`config.mk`:
```
export PLATFORM = sky130hd
export DESIGN_NAME = wildcard_byte_pattern_search_unit
export DESIGN_NICKNAME = d
export VERILOG_FILES = /design/src/design/wbps_pkg.sv /design/src/design/wbps_cell.sv /design/src/design/wbps_result.sv /design/src/design/wildcard_byte_pattern_search_unit.sv
export VERILOG_INCLUDE_DIRS = /design/src /design/src/design
export SDC_FILE = /design/constraint.sdc
export NUM_CORES = 1
export LEC_CHECK = 0
export BUFFER_PORTS_ARGS = -buffer_cell sky130_fd_sc_hd__buf_2
export CAP_MARGIN = 20
export CELL_PAD_IN_SITES_DETAIL_PLACEMENT = 1
export CELL_PAD_IN_SITES_GLOBAL_PLACEMENT = 2
export CORE_MARGIN = 5
export CORE_UTILIZATION = 40
export CTS_CLUSTER_DIAMETER = 200
export DETAILED_ROUTE_END_ITERATION = 7
export GPL_TIMING_DRIVEN = 0
export HOLD_SLACK_MARGIN = 0.05
export PLACE_DENSITY_LB_ADDON = 0.1
export SYNTH_ARGS = -nofsm -noshare
export SYNTH_HDL_FRONTEND = slang
export SYNTH_SLANG_ARGS = --single-unit
```
`constraint.sdc`:
```
create_clock -name clock -period 9.14 [get_ports clock]
set_clock_uncertainty 0.15 [all_clocks]
set_input_delay 0.457 -clock clock [delete_from_list [all_inputs] [get_ports clock]]
set_output_delay 0.457 -clock clock [all_outputs]
set_load 0.02 [all_outputs]
```
`src/design/assert_macros.svh`:
```
// ----------------------------------------------------------------------------
// assert_macros.svh
// Concurrent assertion helpers used by the search unit's result stage.
// ----------------------------------------------------------------------------
`ifndef ASSERT_MACROS_SVH
`define ASSERT_MACROS_SVH

`ifndef NO_ASSERTIONS

// property must hold at every clock edge outside reset
`define ASSERT_PROP(label, clk, rst, prop, msg) \
   label: assert property (@(posedge clk) disable iff (rst) (prop)) else $error(msg);

// expression must never be true outside reset
`define ASSERT_NEVER(label, clk, rst, expr, msg) \
   label: assert property (@(posedge clk) disable iff (rst) !(expr)) else $error(msg);

`else

`define ASSERT_PROP(label, clk, rst, prop, msg)
`define ASSERT_NEVER(label, clk, rst, expr, msg)

`endif

`endif

```
`src/design/wbps_pkg.sv`:
```
// ----------------------------------------------------------------------------
// wbps_pkg
// Shared types, constants and helpers of the wildcard byte pattern search.
// ----------------------------------------------------------------------------
`timescale 1ns / 1ps
`default_nettype none

package wbps_pkg;

   // window and pattern geometry
   localparam int PATTERN_BYTES = 16;
   localparam int LEN_W         = $clog2(PATTERN_BYTES + 1);
   localparam int IDX_W         = $clog2(PATTERN_BYTES);
   localparam int OFFSET_BITS   = 32;
   localparam int ADDR_W        = 64;
   localparam int CSR_DATA_W    = 64;
   localparam int CSR_INDEX_W   = 3;
   localparam int MASK_W        = 16;

   localparam logic [OFFSET_BITS-1:0] COUNT_MAX = {OFFSET_BITS{1'b1}};

   // configuration register indexes
   typedef enum logic [CSR_INDEX_W-1:0] {
      CSR_PATTERN_LOW    = 3'd0,
      CSR_PATTERN_HIGH   = 3'd1,
      CSR_CARE_MASK      = 3'd2,
      CSR_PATTERN_LENGTH = 3'd3,
      CSR_REGION_BASE    = 3'd4
   } csr_index_type;

   // transaction held between the window row and the result stage
   typedef struct packed {
      logic                   valid;
      logic                   last;
      logic                   sat;
      logic [OFFSET_BITS-1:0] count;
   } stage_type;

   // pattern length in use: zero acts as one, clamp at the window depth
   function automatic logic [LEN_W-1:0] used_length(input logic [LEN_W-1:0] raw);
      logic [LEN_W-1:0] len;
      len = raw;
      if (raw == '0) begin
         len = LEN_W'(1);
      end else if (raw > LEN_W'(PATTERN_BYTES)) begin
         len = LEN_W'(PATTERN_BYTES);
      end
      return len;
   endfunction

endpackage

`default_nettype wire

```
`src/design/wbps_cell.sv`:
```
// ----------------------------------------------------------------------------
// wbps_cell
// One window cell: holds one byte, passes it to the next cell on each shift
// and compares it with the pattern byte aligned to its position.
// ----------------------------------------------------------------------------
`timescale 1ns / 1ps
`default_nettype none

module wbps_cell (
   input  wire logic       clock,
   input  wire logic       shift_en,
   input  wire logic [7:0] shift_byte,
   input  wire logic [7:0] pat_byte,
   input  wire logic       compare_en,
   output logic      [7:0] byte_out,
   output logic            hit
);

   logic [7:0] byte_ff;
   logic [7:0] byte_in;

   // take the neighbor's byte on every accepted transaction
   assign byte_in = shift_en ? shift_byte : byte_ff;

   always_ff @(posedge clock) begin
      byte_ff <= byte_in;
   end

   // a position outside the pattern or a wildcard always hits
   assign hit      = !compare_en || (byte_ff == pat_byte);
   assign byte_out = byte_ff;

endmodule

`default_nettype wire

```
`src/design/wbps_result.sv`:
```
// ----------------------------------------------------------------------------
// wbps_result
// Result stage: qualifies the window match, tracks the reported flag for the
// region and holds the result transaction until it is taken.
// ----------------------------------------------------------------------------
`timescale 1ns / 1ps
`default_nettype none

`include "assert_macros.svh"

module wbps_result (
   input  wire logic                                clock,
   input  wire logic                                reset,
   input  wire wbps_pkg::stage_type                 stage,
   input  wire logic                                window_hit,
   input  wire logic [wbps_pkg::LEN_W-1:0]          len,
   input  wire logic [wbps_pkg::ADDR_W-1:0]         region_base,
   output logic                                     free,
   output logic                                     rsp_valid,
   input  wire logic                                rsp_ready,
   output logic                                     rsp_found,
   output logic      [wbps_pkg::ADDR_W-1:0]         rsp_match_address
);

   import wbps_pkg::*;

   logic                   rsp_valid_ff, rsp_valid_in;
   logic                   found_ff, found_in;
   logic [ADDR_W-1:0]      addr_ff, addr_in;
   logic                   reported_ff, reported_in;
   logic                   advance;
   logic                   long_enough;
   logic                   hit;
   logic                   emit;
   logic [OFFSET_BITS-1:0] offset;
   logic [ADDR_W-1:0]      address;

   // the stage moves on when the output register is empty or being drained
   assign free    = !rsp_valid_ff || rsp_ready;
   assign advance = stage.valid && free;

   // match start offset and address
   assign long_enough = stage.count >= OFFSET_BITS'(len);
   assign offset      = stage.count - OFFSET_BITS'(len);
   assign address     = region_base + ADDR_W'(offset);

   // first match inside the region, or the end of a region with none
   assign hit  = !reported_ff && !stage.sat && long_enough && window_hit;
   assign emit = !reported_ff && (hit || stage.last);

   // next state of the output register and the reported flag
   always_comb begin
      rsp_valid_in = rsp_valid_ff;
      found_in     = found_ff;
      addr_in      = addr_ff;
      reported_in  = reported_ff;
      if (advance) begin
         rsp_valid_in = emit;
         found_in     = hit;
         addr_in      = hit ? address : '0;
         reported_in  = stage.last ? 1'b0 : (reported_ff || hit);
      end else if (rsp_ready) begin
         rsp_valid_in = 1'b0;
      end
   end

   always_ff @(posedge clock) begin
      if (reset) begin
         rsp_valid_ff <= 1'b0;
         reported_ff  <= 1'b0;
      end else begin
         rsp_valid_ff <= rsp_valid_in;
         reported_ff  <= reported_in;
      end
   end

   always_ff @(posedge clock) begin
      found_ff <= found_in;
      addr_ff  <= addr_in;
   end

   assign rsp_valid         = rsp_valid_ff;
   assign rsp_found         = found_ff;
   assign rsp_match_address = addr_ff;

   // a not-found result always carries a zero address
   `ASSERT_PROP(a_miss_zero_addr, clock, reset, (rsp_valid_ff && !found_ff) |-> (addr_ff == '0), "not-found result with nonzero address")
   // a match inside a region marks it as reported
   `ASSERT_PROP(a_hit_sets_flag, clock, reset, (advance && hit && !stage.last) |=> reported_ff, "match did not set reported flag")
   // the end of a region always clears the reported flag
   `ASSERT_PROP(a_last_clears_flag, clock, reset, (advance && stage.last) |=> !reported_ff, "reported flag survived end of region")
   // nothing is reported twice in a region
   `ASSERT_NEVER(a_no_second_hit, clock, reset, reported_ff && hit, "second match in one region")

endmodule

`default_nettype wire

```
`src/design/wildcard_byte_pattern_search_unit.sv`:
```
// ----------------------------------------------------------------------------
// wildcard_byte_pattern_search_unit
// Scans a region one byte per transaction through a row of window cells and
// reports the first masked pattern match, or a miss on the region's last byte.
// ----------------------------------------------------------------------------
// Pipeline: two register stages, the window stage and the result register; a
// byte's result enters the result register when the window stage advances.
// Throughput: one byte per cycle; a result waiting on rsp_ready lets one more
// byte into the window stage, then holds req_ready low until it is taken.
// Reset: configuration returns to its reset values, byte count, reported
// flag and both handshake stages are cleared; window bytes are not reset.
`timescale 1ns / 1ps
`default_nettype none

module wildcard_byte_pattern_search_unit (
   input  wire logic                                 clock,
   input  wire logic                                 reset,
   // input bytes
   input  wire logic                                 req_valid,
   output logic                                      req_ready,
   input  wire logic [7:0]                           req_data_byte,
   input  wire logic                                 req_last_byte,
   // results
   output logic                                      rsp_valid,
   input  wire logic                                 rsp_ready,
   output logic                                      rsp_found,
   output logic      [wbps_pkg::ADDR_W-1:0]          rsp_match_address,
   // configuration writes
   input  wire logic                                 csr_write_enable,
   input  wire logic [wbps_pkg::CSR_INDEX_W-1:0]     csr_index,
   input  wire logic [wbps_pkg::CSR_DATA_W-1:0]      csr_write_data
);

   import wbps_pkg::*;

   logic [63:0]       pattern_low_ff, pattern_low_in;
   logic [63:0]       pattern_high_ff, pattern_high_in;
   logic [MASK_W-1:0] care_mask_ff, care_mask_in;
   logic [LEN_W-1:0]  pattern_length_ff, pattern_length_in;
   logic [ADDR_W-1:0] region_base_ff, region_base_in;

   stage_type              stage_ff, stage_in;
   logic                   req_accept;
   logic                   free;
   logic [OFFSET_BITS-1:0] base_count;
   logic                   base_sat;
   logic [LEN_W-1:0]       len;
   logic [7:0]             pat_bytes [PATTERN_BYTES];
   logic [7:0]             cell_bytes [PATTERN_BYTES];
   logic [PATTERN_BYTES-1:0] cell_hits;

   // configuration registers
   always_comb begin
      pattern_low_in    = pattern_low_ff;
      pattern_high_in   = pattern_high_ff;
      care_mask_in      = care_mask_ff;
      pattern_length_in = pattern_length_ff;
      region_base_in    = region_base_ff;
      if (csr_write_enable) begin
         case (csr_index_type'(csr_index))
            CSR_PATTERN_LOW:    pattern_low_in    = csr_write_data;
            CSR_PATTERN_HIGH:   pattern_high_in   = csr_write_data;
            CSR_CARE_MASK:      care_mask_in      = csr_write_data[MASK_W-1:0];
            CSR_PATTERN_LENGTH: pattern_length_in = csr_write_data[LEN_W-1:0];
            CSR_REGION_BASE:    region_base_in    = csr_write_data;
            default:            ;
         endcase
      end
   end

   always_ff @(posedge clock) begin
      if (reset) begin
         pattern_low_ff    <= '0;
         pattern_high_ff   <= '0;
         care_mask_ff      <= {MASK_W{1'b1}};
         pattern_length_ff <= LEN_W'(1);
         region_base_ff    <= '0;
      end else begin
         pattern_low_ff    <= pattern_low_in;
         pattern_high_ff   <= pattern_high_in;
         care_mask_ff      <= care_mask_in;
         pattern_length_ff <= pattern_length_in;
         region_base_ff    <= region_base_in;
      end
   end

   assign len = used_length(pattern_length_ff);

   // pattern register viewed as bytes
   always_comb begin
      for (int i = 0; i < PATTERN_BYTES; i++) begin
         if (i < 8) begin
            pat_bytes[i] = pattern_low_ff[8*i +: 8];
         end else begin
            pat_bytes[i] = pattern_high_ff[8*(i-8) +: 8];
         end
      end
   end

   // input handshake: take a byte when the window stage is empty or moving
   assign req_ready  = !stage_ff.valid || free;
   assign req_accept = req_valid && req_ready;

   // byte count restarts after the last byte of a region and saturates
   assign base_count = stage_ff.last ? '0 : stage_ff.count;
   assign base_sat   = (base_count == COUNT_MAX);

   always_comb begin
      stage_in = stage_ff;
      if (req_accept) begin
         stage_in.valid = 1'b1;
         stage_in.last  = req_last_byte;
         stage_in.sat   = base_sat;
         stage_in.count = base_sat ? base_count : base_count + OFFSET_BITS'(1);
      end else if (free) begin
         stage_in.valid = 1'b0;
      end
   end

   always_ff @(posedge clock) begin
      if (reset) begin
         stage_ff <= '0;
      end else begin
         stage_ff <= stage_in;
      end
   end

   // row of window cells, cell k holds the byte taken k transactions ago
   for (genvar k = 0; k < PATTERN_BYTES; k++) begin : g_cell
      logic [LEN_W-1:0] pat_idx;
      logic             active;
      logic [7:0]       shift_byte;

      assign active     = len > LEN_W'(k);
      assign pat_idx    = len - LEN_W'(k) - LEN_W'(1);
      assign shift_byte = (k == 0) ? req_data_byte : cell_bytes[(k == 0) ? 0 : k - 1];

      wbps_cell u_cell (
         .clock      (clock),
         .shift_en   (req_accept),
         .shift_byte (shift_byte),
         .pat_byte   (pat_bytes[pat_idx[IDX_W-1:0]]),
         .compare_en (active && care_mask_ff[pat_idx[IDX_W-1:0]]),
         .byte_out   (cell_bytes[k]),
         .hit        (cell_hits[k])
      );
   end

   // result stage
   wbps_result u_result (
      .clock             (clock),
      .reset             (reset),
      .stage             (stage_ff),
      .window_hit        (&cell_hits),
      .len               (len),
      .region_base       (region_base_ff),
      .free              (free),
      .rsp_valid         (rsp_valid),
      .rsp_ready         (rsp_ready),
      .rsp_found         (rsp_found),
      .rsp_match_address (rsp_match_address)
   );

endmodule

`default_nettype wire
```
==> results.md <==
- Syn Nets: 3068
- Routed WL: 141000 um
- Via-to-Cell Ratio: 6.41
- H-Tree Depth: 2
- Most common cell in the netlist: nand2_1
- CP top delay family: buffers and inverters
- Global-route wire length before repair: 199000 um
- Met3 usage: 8.01%
- Power share of the sequential group: 42.0%
- Clock group share of total power: 42.5%
- CP max-delay cell: clkdlybuf4s15_1
- Global routing's busiest layer: met2
- I/O Buffers: 146
- Buf+Inv Stages, Crit Path: 9
- Vias: 26940
- Final period utilization: 97.1%
- Critical path arrival: 9200 ps
- Share of layout cells above drive strength 1: 15.0%
- Cells after DPL: 4025
- Post-CTS Repair Setup Buffers: 0
- Clock transition at the registers of the reported paths: 60 ps
- Cell Int Power: 3.73 mW
- Clk sinks: 443
- Final Instance Count excl. Fillers: 4202
- Ys async rst share: 0%
- Final hold viol count: 0
- Comb power frac: 15.5%
- Hold crit path type: in2reg
- Pwr Density: 160 nW/um^2
- Mapped Cells: 2930
- Vias in the first global route: 27411
- Mapped cell area: 28200 um^2
- Max Slew Vio Count: 0
- Status: finished clean
- Worst Setup Start Kind: flip-flop
- CP required: 9470 ps
- Nets: 3355
- Setup CP Type: reg2reg
- Area leader, netlist: edfxtp_1
- Final GP Congestion: 1.09
- Die area: 76000 um^2
- Clock Latency Late Sink: 660 ps
- Critical Path Sink Type: flip-flop
- Num CTS Buffers: 52
- Fillers: 7966
- Core Region: 70000 um^2
- Gr usage total: 36.5%
- Root Buffer: clkbuf_16
- Worst path max stage delay: 830 ps
- Register bit total from synthesis: 443
- Row count: 97
- Met1 Use GR: 46.5%
- DRT Pass-1 Iters: 5
- Number of synthesized flops with an enable pin: 193
- Area growth from synthesis to layout: 16.7%
- Post-DP HPWL: 111000 um
- Synth warn: 0
- Setup Viol. Count Final: 0
- Critical Path Fanout Max: 10
- Switching Power: 1.55 mW
- Drt wl/cell: 33.6 um
- Initial DRC Count: 2818
- CTS Buffer Depth: 3
- Dominant synthesized flop cell: dfxtp_1
- Max-cap viol count: 0
- CP Cell Sequence: nand2b_1 > clkbuf_1 > clkbuf_2 > buf_1 > buf_16 > ha_1 > clkbuf_1 > clkbuf_2 > clkdlybuf4s15_1 > mux4_2 > mux4_2 > xor2_1 > nor4_1 > a21oi_1 > a2111oi_1 > buf_2 > nand3b_1 > buf_2 > nor3_1
- RSZ-0062 raised after global routing: false
- Final min period: 8870 ps
- Leakage: 11.4 nW
- Actual slew at the worst max-slew pin: 1360 ps
- I/O pins: 148
- Global route overflow: 0
- Synth top area cells: edfxtp_1, dfxtp_1, mux4_2
- ANT nets after route: 0
- Unique masters post-synth: 76
- CTS tree: built
- Initial antenna violation count: 6
- Top cell type's share of synthesized area: 20.5%
- Die Height: 276 um
- Sw Share: 29.3%
- DP Worst Slack: -332 ps
- Pin count of the biggest net entering global routing: 87
- Syn avg cell area: 9.64 um^2
- VDD IR max: 0.143 mV
- Most instantiated cells after synthesis: nand2_1, a21oi_1, dfxtp_1
- Initial core utilization: 40.3%
- Max frequency: 113 MHz
- DRC viols: 0
- Sum of negative setup slack: 0 ps
- Final setup margin: 267 ps
- GRT met2 Usage: 56.6%
- Sequential share of the synthesized area: 38.2%
- Rel. slew slack: 9.37%
- Die width: 276 um
## cell usage in the layout (no fill, tap or decap), types with 106 or more instances in the layout
cell type and count:
nand2_1 508, dfxtp_1 250, edfxtp_1 193, o21ai_0 106, clkbuf_1 173, mux4_2 187
a21oi_1 284, nor2_1 148, xnor2_1 149, buf_2 165
## power groups by stage
stage                     sequential, mW  clock [mW]  combinational [mW]
after CTS                           2.21        2.26               0.797
after global placement              2.26           0               0.745
after floorplan                     2.23           0               0.459
after detailed placement            2.25           0               0.765
final                               2.22        2.24               0.816
after global routing                2.22        2.34               0.858
## metal layers
metal | up-vias | part of all wire, %
li1 | 11398 | -
met1 | 13672 | 39
met2 | 1466 | 44
met3 | 396 | 8.6
met4 | 8 | 7.8
met5 | - | 0.038
## per-stage QoR
stage / hold WS (ps) / instance area [um^2] / util (%) / power (mW)
after floorplan: 274 / 28200 / - / 2.69
after global placement: 282 / 30200 / 43.1 / 3.00
after detailed placement: 300 / 30300 / 43.3 / 3.02
after CTS: 145 / 32900 / 47.0 / 5.27
after global routing: 184 / 33000 / 47.1 / 5.42
final: 165 / 33000 / 47.1 / 5.27
## area by class of cell
type | instances | area [um^2] | area share (%)
multi-input cells | 2218 | 16400 | 49.7
clock buffers | 75 | 1520 | 4.61
diodes | 3 | 7.51 | 0.0228
well taps | 940 | 1180 | 3.57
clock inverters | 21 | 315 | 0.956
plain buffers | 218 | 925 | 2.80
repair buffers | 234 | 1650 | 5.00
flip-flops and latches | 443 | 10800 | 32.8
inverters | 50 | 195 | 0.592
## state kept, by name, indices dropped and copies added, names as in the netlist, 5 cells and up
register                    flops
care_mask_ff                   16
g_cell.u_cell.byte_out        128
pattern_high_ff                64
pattern_length_ff               5
pattern_low_ff                 64
region_base_ff                 64
stage_ff                       35
u_result.rsp_match_address     64
## timing repair
item                                    in CTS  in global routing
hold buffers                                75                  0
endpoints found under the setup margin      19                 39
gates resized for setup                      3                  7
endpoints found under the hold margin      193                  0
## cell families (layout without fill, tap and decap cells)
group	Yosys count	count (layout)	synth area share (%)
compound gates	656	656	14.5
other cells	0	3	0
mux	240	240	16.8
fa+ha+maj	57	57	2.58
xor+xnor	237	237	7.35
buf+inv	269	598	3.90
simple gates	1028	1028	16.6
flops	443	443	38.2
## worst paths after layout
check,start,cells after the start,slack [ps],endpoint
max,pattern_length_ff[4],19,270,u_result.rsp_match_address[32]
min,csr_index[0],4,160,care_mask_ff[15]
max reg2reg,pattern_length_ff[4],19,270,u_result.rsp_match_address[32]
min reg2reg,region_base_ff[7],2,310,region_base_ff[7]
## tightest hold or removal path, stage by stage
cell and delay [ps]:
buf_2 110, nor2_1 110, nor2b_1 140, a211o_1 110
Note: power is estimated with default switching activity, not from simulation.
